[config.mk]
export PLATFORM = sky130hd
export DESIGN_NAME = soundex_word_encoder_top
export DESIGN_NICKNAME = d
export VERILOG_FILES = /design/src/rtl/core/sdx_pkg.sv /design/src/rtl/core/sdx_char_class.sv /design/src/rtl/core/soundex_word_encoder_top.sv
export SDC_FILE = /design/constraint.sdc
export NUM_CORES = 1
export LEC_CHECK = 0
export ABC_AREA = 1
export BUFFER_PORTS_ARGS = -buffer_cell sky130_fd_sc_hd__buf_2
export CELL_PAD_IN_SITES_DETAIL_PLACEMENT = 1
export CELL_PAD_IN_SITES_GLOBAL_PLACEMENT = 1
export CORE_AREA = 2 2 91 93
export DETAILED_ROUTE_END_ITERATION = 16
export DIE_AREA = 0 0 93 95
export MAX_ROUTING_LAYER = met4
export PLACE_DENSITY_LB_ADDON = 0.25
export SLEW_MARGIN = 40
export SYNTH_ARGS = -nofsm -noshare
export SYNTH_HDL_FRONTEND = slang
export SYNTH_HIERARCHICAL = 1
export SYNTH_SLANG_ARGS = --single-unit
[constraint.sdc]
create_clock -name aclk -period 2.7 [get_ports aclk]
set_clock_uncertainty 0.15 [all_clocks]
set_input_delay 0 -clock aclk [delete_from_list [all_inputs] [get_ports aclk]]
set_output_delay 0 -clock aclk [all_outputs]
set_load 0.01 [all_outputs]
[src/rtl/core/sdx_pkg.sv]
package sdx_pkg;

    localparam int CHAR_W  = 8;
    localparam int CODE_W  = 3;
    localparam int NUM_KEPT = 3;
    localparam int COUNT_W = 2;
    localparam int M_TDATA_W = 24;

    localparam logic [CHAR_W-1:0] LETTER_BASE = 8'h41;
    localparam logic [CHAR_W-1:0] LETTER_TOP  = 8'h5A;
    localparam logic [CHAR_W-1:0] LOWER_BASE  = 8'h61;
    localparam logic [CHAR_W-1:0] LOWER_TOP   = 8'h7A;
    localparam logic [CHAR_W-1:0] CASE_OFFSET = 8'h20;
    localparam logic [CHAR_W-1:0] CH_SPACE    = 8'h20;
    localparam logic [CHAR_W-1:0] CH_P        = 8'h50;
    localparam logic [CHAR_W-1:0] CH_H        = 8'h48;
    localparam logic [CHAR_W-1:0] CH_F        = 8'h46;

    localparam logic [CODE_W-1:0]  NO_CODE    = 3'd7;
    localparam logic [CODE_W-1:0]  ZERO_CODE  = 3'd0;
    localparam logic [COUNT_W-1:0] COUNT_FULL = 2'd3;

    // per-character info handed from the classifier to the word logic
    typedef struct packed {
        logic [CHAR_W-1:0] folded;
        logic              is_letter;
        logic              is_space;
        logic [CODE_W-1:0] code;
    } sdx_char_t;

    // soundex digit for letter index 0 (A) .. 25 (Z)
    function automatic logic [CODE_W-1:0] letter_code(input logic [4:0] idx);
        logic [CODE_W-1:0] c;
        case (idx)
            5'd1, 5'd5, 5'd15, 5'd21:                       c = 3'd1;
            5'd2, 5'd6, 5'd9, 5'd10, 5'd16, 5'd18,
            5'd23, 5'd25:                                   c = 3'd2;
            5'd3, 5'd19:                                    c = 3'd3;
            5'd11:                                          c = 3'd4;
            5'd12, 5'd13:                                   c = 3'd5;
            5'd17:                                          c = 3'd6;
            default:                                        c = 3'd0;
        endcase
        return c;
    endfunction

endpackage

[src/rtl/core/sdx_char_class.sv]
module sdx_char_class (
    input  logic [sdx_pkg::CHAR_W-1:0] ch,
    output sdx_pkg::sdx_char_t         info
);

    logic                         is_lower;
    logic [sdx_pkg::CHAR_W-1:0]   folded;
    logic [4:0]                   offset;

    always_comb begin
        is_lower = (ch >= sdx_pkg::LOWER_BASE) && (ch <= sdx_pkg::LOWER_TOP);
        folded   = is_lower ? (ch - sdx_pkg::CASE_OFFSET) : ch;
        offset   = 5'(folded - sdx_pkg::LETTER_BASE);

        info.folded    = folded;
        info.is_letter = (folded >= sdx_pkg::LETTER_BASE) && (folded <= sdx_pkg::LETTER_TOP);
        info.is_space  = (folded == sdx_pkg::CH_SPACE);
        info.code      = sdx_pkg::letter_code(offset);
    end

endmodule

[src/rtl/core/soundex_word_encoder_top.sv]
// channel | dir | tdata (low bit up)                         | tuser    | tlast
// s_      | in  | ch[7:0]                                     | -        | last_char
// m_      | out | lead_letter[7:0], code_one, code_two,       | bad_word | -
//         |     | code_three (3 bits each), zero pad to 24    |          |
//
// one character per cycle, sustained, whatever the word length, unless a last character waits on a stalled m_
// a word's result shows on m_ once its last character has passed both registers:
// the character sits in the input register until the result register is free,
// and the result register loads at the next edge
// aresetn (sync, active low) empties both registers and starts a new word
// the input register keeps moving while a result waits, unless the character
// in it is a last character that would need the occupied result register
module soundex_word_encoder_top (
    input  logic        aclk,
    input  logic        aresetn,
    // input channel
    input  logic        s_tvalid,
    output logic        s_tready,
    input  logic [7:0]  s_tdata,   // ch[7:0]
    input  logic        s_tlast,   // last character of the word
    // result channel
    output logic        m_tvalid,
    input  logic        m_tready,
    output logic [23:0] m_tdata,   // lead_letter[7:0], code_one[10:8], code_two[13:11],
                                   // code_three[16:14], zero [23:17]
    output logic        m_tuser    // bad_word
);

    localparam int CW = sdx_pkg::CODE_W;

    // input register
    logic                       in_valid_reg, in_valid_next;
    logic [sdx_pkg::CHAR_W-1:0] in_ch_reg,    in_ch_next;
    logic                       in_last_reg,  in_last_next;

    // word state
    logic                        in_word_reg,  in_word_next;
    logic                        check_h_reg,  check_h_next;
    logic [sdx_pkg::CHAR_W-1:0]  held_reg,     held_next;
    logic [CW-1:0]               prev_reg,     prev_next;
    logic [CW-1:0]               kept_reg  [sdx_pkg::NUM_KEPT];
    logic [CW-1:0]               kept_next [sdx_pkg::NUM_KEPT];
    logic [sdx_pkg::COUNT_W-1:0] count_reg,    count_next;
    logic                        err_reg,      err_next;

    // result register
    logic        out_valid_reg, out_valid_next;
    logic [23:0] out_data_reg,  out_data_next;
    logic        out_bad_reg,   out_bad_next;

    logic               step;      // character in the input register is processed
    logic               out_free;  // result register can take a new word
    sdx_pkg::sdx_char_t info;

    sdx_char_class u_class (
        .ch   (in_ch_reg),
        .info (info)
    );

    assign out_free = !out_valid_reg || m_tready;
    assign step     = in_valid_reg && (!in_last_reg || out_free);
    assign s_tready = !in_valid_reg || step;

    // input register
    always_comb begin
        in_valid_next = in_valid_reg;
        in_ch_next    = in_ch_reg;
        in_last_next  = in_last_reg;
        if (s_tvalid && s_tready) begin
            in_valid_next = 1'b1;
            in_ch_next    = s_tdata;
            in_last_next  = s_tlast;
        end else if (step) begin
            in_valid_next = 1'b0;
        end
    end

    // word state update for one character
    always_comb begin
        in_word_next = in_word_reg;
        check_h_next = check_h_reg;
        held_next    = held_reg;
        prev_next    = prev_reg;
        count_next   = count_reg;
        err_next     = err_reg;
        for (int i = 0; i < sdx_pkg::NUM_KEPT; i++) begin
            kept_next[i] = kept_reg[i];
        end

        if (!in_word_reg) begin
            // first character: start a fresh word
            in_word_next = 1'b1;
            held_next    = info.folded;
            err_next     = !info.is_letter;
            check_h_next = (info.folded == sdx_pkg::CH_P);
            prev_next    = sdx_pkg::NO_CODE;
            count_next   = '0;
            for (int i = 0; i < sdx_pkg::NUM_KEPT; i++) begin
                kept_next[i] = sdx_pkg::ZERO_CODE;
            end
        end else begin
            if (info.is_space) begin
                err_next = 1'b1;
            end
            check_h_next = 1'b0;
            if (check_h_reg && (info.folded == sdx_pkg::CH_H)) begin
                // ph start: lead letter becomes f, the h is not coded
                held_next = sdx_pkg::CH_F;
            end else if (info.is_letter && (info.code != prev_reg)) begin
                prev_next = info.code;
                if ((info.code != sdx_pkg::ZERO_CODE) && (count_reg != sdx_pkg::COUNT_FULL)) begin
                    case (count_reg)
                        2'd0:    kept_next[0] = info.code;
                        2'd1:    kept_next[1] = info.code;
                        2'd2:    kept_next[2] = info.code;
                        default: kept_next[0] = kept_reg[0];
                    endcase
                    count_next = count_reg + 2'd1;
                end
            end
        end

        // end of word: next character starts over
        if (in_last_reg) begin
            in_word_next = 1'b0;
        end
    end

    // result register
    always_comb begin
        out_valid_next = out_valid_reg;
        out_data_next  = out_data_reg;
        out_bad_next   = out_bad_reg;
        if (step && in_last_reg) begin
            out_valid_next = 1'b1;
            out_data_next  = {7'd0, kept_next[2], kept_next[1], kept_next[0], held_next};
            out_bad_next   = err_next;
        end else if (m_tready) begin
            out_valid_next = 1'b0;
        end
    end

    always_ff @(posedge aclk) begin
        if (!aresetn) begin
            in_valid_reg  <= 1'b0;
            in_word_reg   <= 1'b0;
            check_h_reg   <= 1'b0;
            out_valid_reg <= 1'b0;
        end else begin
            in_valid_reg  <= in_valid_next;
            out_valid_reg <= out_valid_next;
            if (step) begin
                in_word_reg <= in_word_next;
                check_h_reg <= check_h_next;
            end
        end
    end

    // payload registers
    always_ff @(posedge aclk) begin
        in_ch_reg    <= in_ch_next;
        in_last_reg  <= in_last_next;
        out_data_reg <= out_data_next;
        out_bad_reg  <= out_bad_next;
        if (step) begin
            held_reg  <= held_next;
            prev_reg  <= prev_next;
            count_reg <= count_next;
            err_reg   <= err_next;
            for (int i = 0; i < sdx_pkg::NUM_KEPT; i++) begin
                kept_reg[i] <= kept_next[i];
            end
        end
    end

    assign m_tvalid = out_valid_reg;
    assign m_tdata  = out_data_reg;
    assign m_tuser  = out_bad_reg;

endmodule

==> key figures <==
Status
  • Outcome: finished, final reports clean

Floorplanning
  • DIE AREA: 8840 µm²
  • Die Ht: roughly 95 µm
  • Initial Utilization: 38.4%
  • Width of the die: 93 µm
  • I/O pins: 40
  • Rows: 33
  • CORE AREA: around 7900 µm²

Logic synthesis
  • #FFs+latches synth: 54
  • Mapped Area: around 3000 µm²
  • Top-area cell type share of the netlist area: between 40% and 50%
  • Top cells by area, synth: edfxtp_1, nand2_1, inv_1, ha_1, nor2_1
  • Main synth FF type: edfxtp_1
  • Synth Area in Compound Gates: around 7.8%
  • Leading area contributor after synthesis: edfxtp_1
  • Xor/xnor share of the synthesized area: 1.11%
  • Post-synth EDFFs: 50
  • Synthesis Warnings: 6
  • Mux contribution to synthesized area: 0%
  • Count of cell types in the netlist: 38
  • Post-Synthesis Cells: 322
  • Post-synthesis sequential area ratio: roughly half
  • Simple-gate share of the synthesized area: a little under a quarter
  • Post-synth ARST share: 0%
  • Post-Syn Area per Cell: 9.46 µm²
  • Largest family of logic cells by synthesized area: simple AND/OR/NAND/NOR gates
  • Adder-cell share of the synthesized area: 5.34%

Worst setup path
  • Critical Path Slowest Stage Cell: edfxtp_1
  • Arrival @ worst endpoint: 2.50 ns
  • WS Path Type: register to register
  • Worst-path fanout max: 5
  • Top cell family by delay on the critical path: simple AND/OR/NAND/NOR gates
  • Crit path capture type: register
  • R2R Path Start: in_ch_reg[0]
  • Most used cell, CP: nand2_2
  • Crit path from: in_ch_reg[0]
  • CP Buf/Inv Count: 5
  • Slowest Stage Delay on Critical Path: around 0.44 ns
  • CP Cell Sequence: inv_2 > ha_4 > inv_4 > ha_4 > inv_4 > nor2_1 > o211ai_1 > o21ai_2 > buf_4 > nand2_2 > nand2_2 > nand3_2 > nand3_4 > nand2_1 > nand2_2 > inv_1
  • CP required: between 2 and 3 ns
  • Critical Path Source Type: register

Finish
  • Largest register FFs: 17
  • Filler cells: 920
  • # diodes: 0
  • Synth-to-layout area growth: 29.0%
  • Share of layout cells above drive strength 1: 37.2%
  • Nets: 415
  • Final Core Density: 49.6%
  • Most frequent cells in the layout: edfxtp_1, inv_1, nand2_1
  • Most common cell after layout, fill and taps aside: edfxtp_1

Timing
  • Tcrit/Tclk final: a little over nine tenths
  • Setup slack after layout: 0.0741 ns
  • Final setup viols: 0
  • Fin. Hold Viols: 0
  • FMAX: 381 MHz
  • RSZ-0062 raised after global routing: true
  • Worst-margin pin slew: 0.503 ns
  • Max-slew violation count: 0
  • Slew margin rel.: 66.1%
  • Final worst path period need: 2.63 ns

Placement
  • GP Congestion: 0.830
  • Port bufs: 32
  • Final HPWL DP: around 4.6 mm
  • Pre-CTS setup slack: -0.00692 ns

Drt
  • Drt wl/cell: about 14 µm
  • DRC viols: 0
  • Vias: 2342
  • Routed WL: 7.05 mm
  • 1st-pass router iterations: 4
  • DR iter-0 viols: 74
  • Vias per inst: 4.73
  • Post-route ant nets: 0

CTS
  • Total CTS buffers: 5
  • Clock sinks: 54
  • Clock Path Buffers: 2
  • Clk Latency, worst-skew pair: 0.31 ns
  • Number of H-tree levels: 2
  • CTS tree: yes
  • Clk slew on worst S/H paths: 0.10 ns
  • Clock root cell: clkbuf_8

Global route
  • Initial antenna violation count: 0
  • Largest net degree at the start of global routing: 29
  • Vias in the first global route: 2225
  • First-pass GRT wire length: 10.6 mm
  • Total GRT Usage: roughly 16%
  • GRT overflow: 0

Pwr
  • Lkg Pwr: 1.69 nW
  • VDD IR-drop max: around 0.29 mV
  • Power per cell area: roughly 500 nW/µm²
  • Power, Total: 1.97 mW

Hold path
  • Critical hold path startpoint: s_tdata[5]
  • Hold WC Path Type: input pin to register

Run
  • Max Cap Viol: 0
[cell usage after synthesis, types with 2 or more instances]
master and number:
a21oi_1 15, buf_4 12, dfxtp_1 4, edfxtp_1 50, ha_1 13, inv_1 50
inv_2 4, nand2_1 59, nand2_2 5, nand2_4 2, nand3_1 11, nand3_2 3
nand3_4 2, nand4_1 3, nor2_1 35, nor2_2 7, nor2_4 6, o211ai_1 2
o21ai_0 18, o21ai_1 3
[worst reg2reg max path, cell delays in order, from the launching register on]
cell and delay, ns:
edfxtp_1 0.44, inv_2 0.10, ha_4 0.17, inv_4 0.04
ha_4 0.25, inv_4 0.08, nor2_1 0.04, o211ai_1 0.18
o21ai_2 0.09, buf_4 0.14, nand2_2 0.06, nand2_2 0.05
nand3_2 0.09, nand3_4 0.15, nand2_1 0.11, nand2_2 0.06
inv_1 0.15
[worst paths after layout]
| check | to | slack, ns | cells past startpoint |
|---|---|---|---|
| worst max-delay path | prev_reg[0] | 0.07 | 16 |
| worst min-delay path | in_ch_reg[5] | 0.24 | 2 |
| worst max register to register | prev_reg[0] | 0.07 | 16 |
| worst min register to register | in_word_reg | 0.35 | 2 |
[routing by layer]
layer / vias up / wire length, µm / track usage (%)
met4: 0 / 54 / 4.04
met3: 5 / 190 / 2.71
li1: 1157 / - / -
met5: - / 0 / -
met1: 1146 / 3050 / 19.6
met2: 34 / 3750 / 27.6
[cells by family after synthesis]
family | count (synthesis)
and+or+nand+nor | 136
buffers and inverters | 72
DFF | 54
AOI/OAI and AO/OA | 43
adders and majority gates | 13
xor gates and xnor gates | 3
other | 1
[per-stage QoR]
stage / std cells / TNS (ns) / cell area (µm²) / hold slack [ns]
5_1_grt: 495 / -1.62 / 3930 / 0.250
2_1_floorplan: 328 / 0 / 3090 / -0.0511
4_1_cts: 479 / 0 / 3580 / 0.231
6_report: 495 / 0 / 3930 / 0.244
3_3_place_gp: 458 / 0 / 3330 / 0.0268
3_5_place_dp: 458 / -0.0138 / 3330 / 0.0289
[power breakdown]
group | switching [mW] | leakage, nW | internal (mW)
Sequential | 0.0219 | 0.503 | 0.962
Clock | 0.289 | 0.0563 | 0.283
Combinational | 0.248 | 1.13 | 0.164
[what timing repair did]
| action | in CTS | in global routing |
|---|---|---|
| setup buffers | 0 | 11 |
| hold buffers | 13 | 0 |
| resized for setup | 1 | 62 |
| endpoints found under the setup margin | 2 | 23 |
| gates cloned | 0 | 5 |
| endpoints found under the hold margin | 13 | 0 |
| pin swaps | 0 | 22 |
[final cells by class]
class                      count  area [µm²]  area share, %
clock buffer                   5        68.8           1.75
inverter                      54         208           5.29
clock inverter                 3        48.8           1.24
timing repair buffer          70         533           13.6
sequential                    54        1580           40.3
tap                          105         131           3.34
multi-input combinational    204        1360           34.6
(Power assumes the default switching activity.)
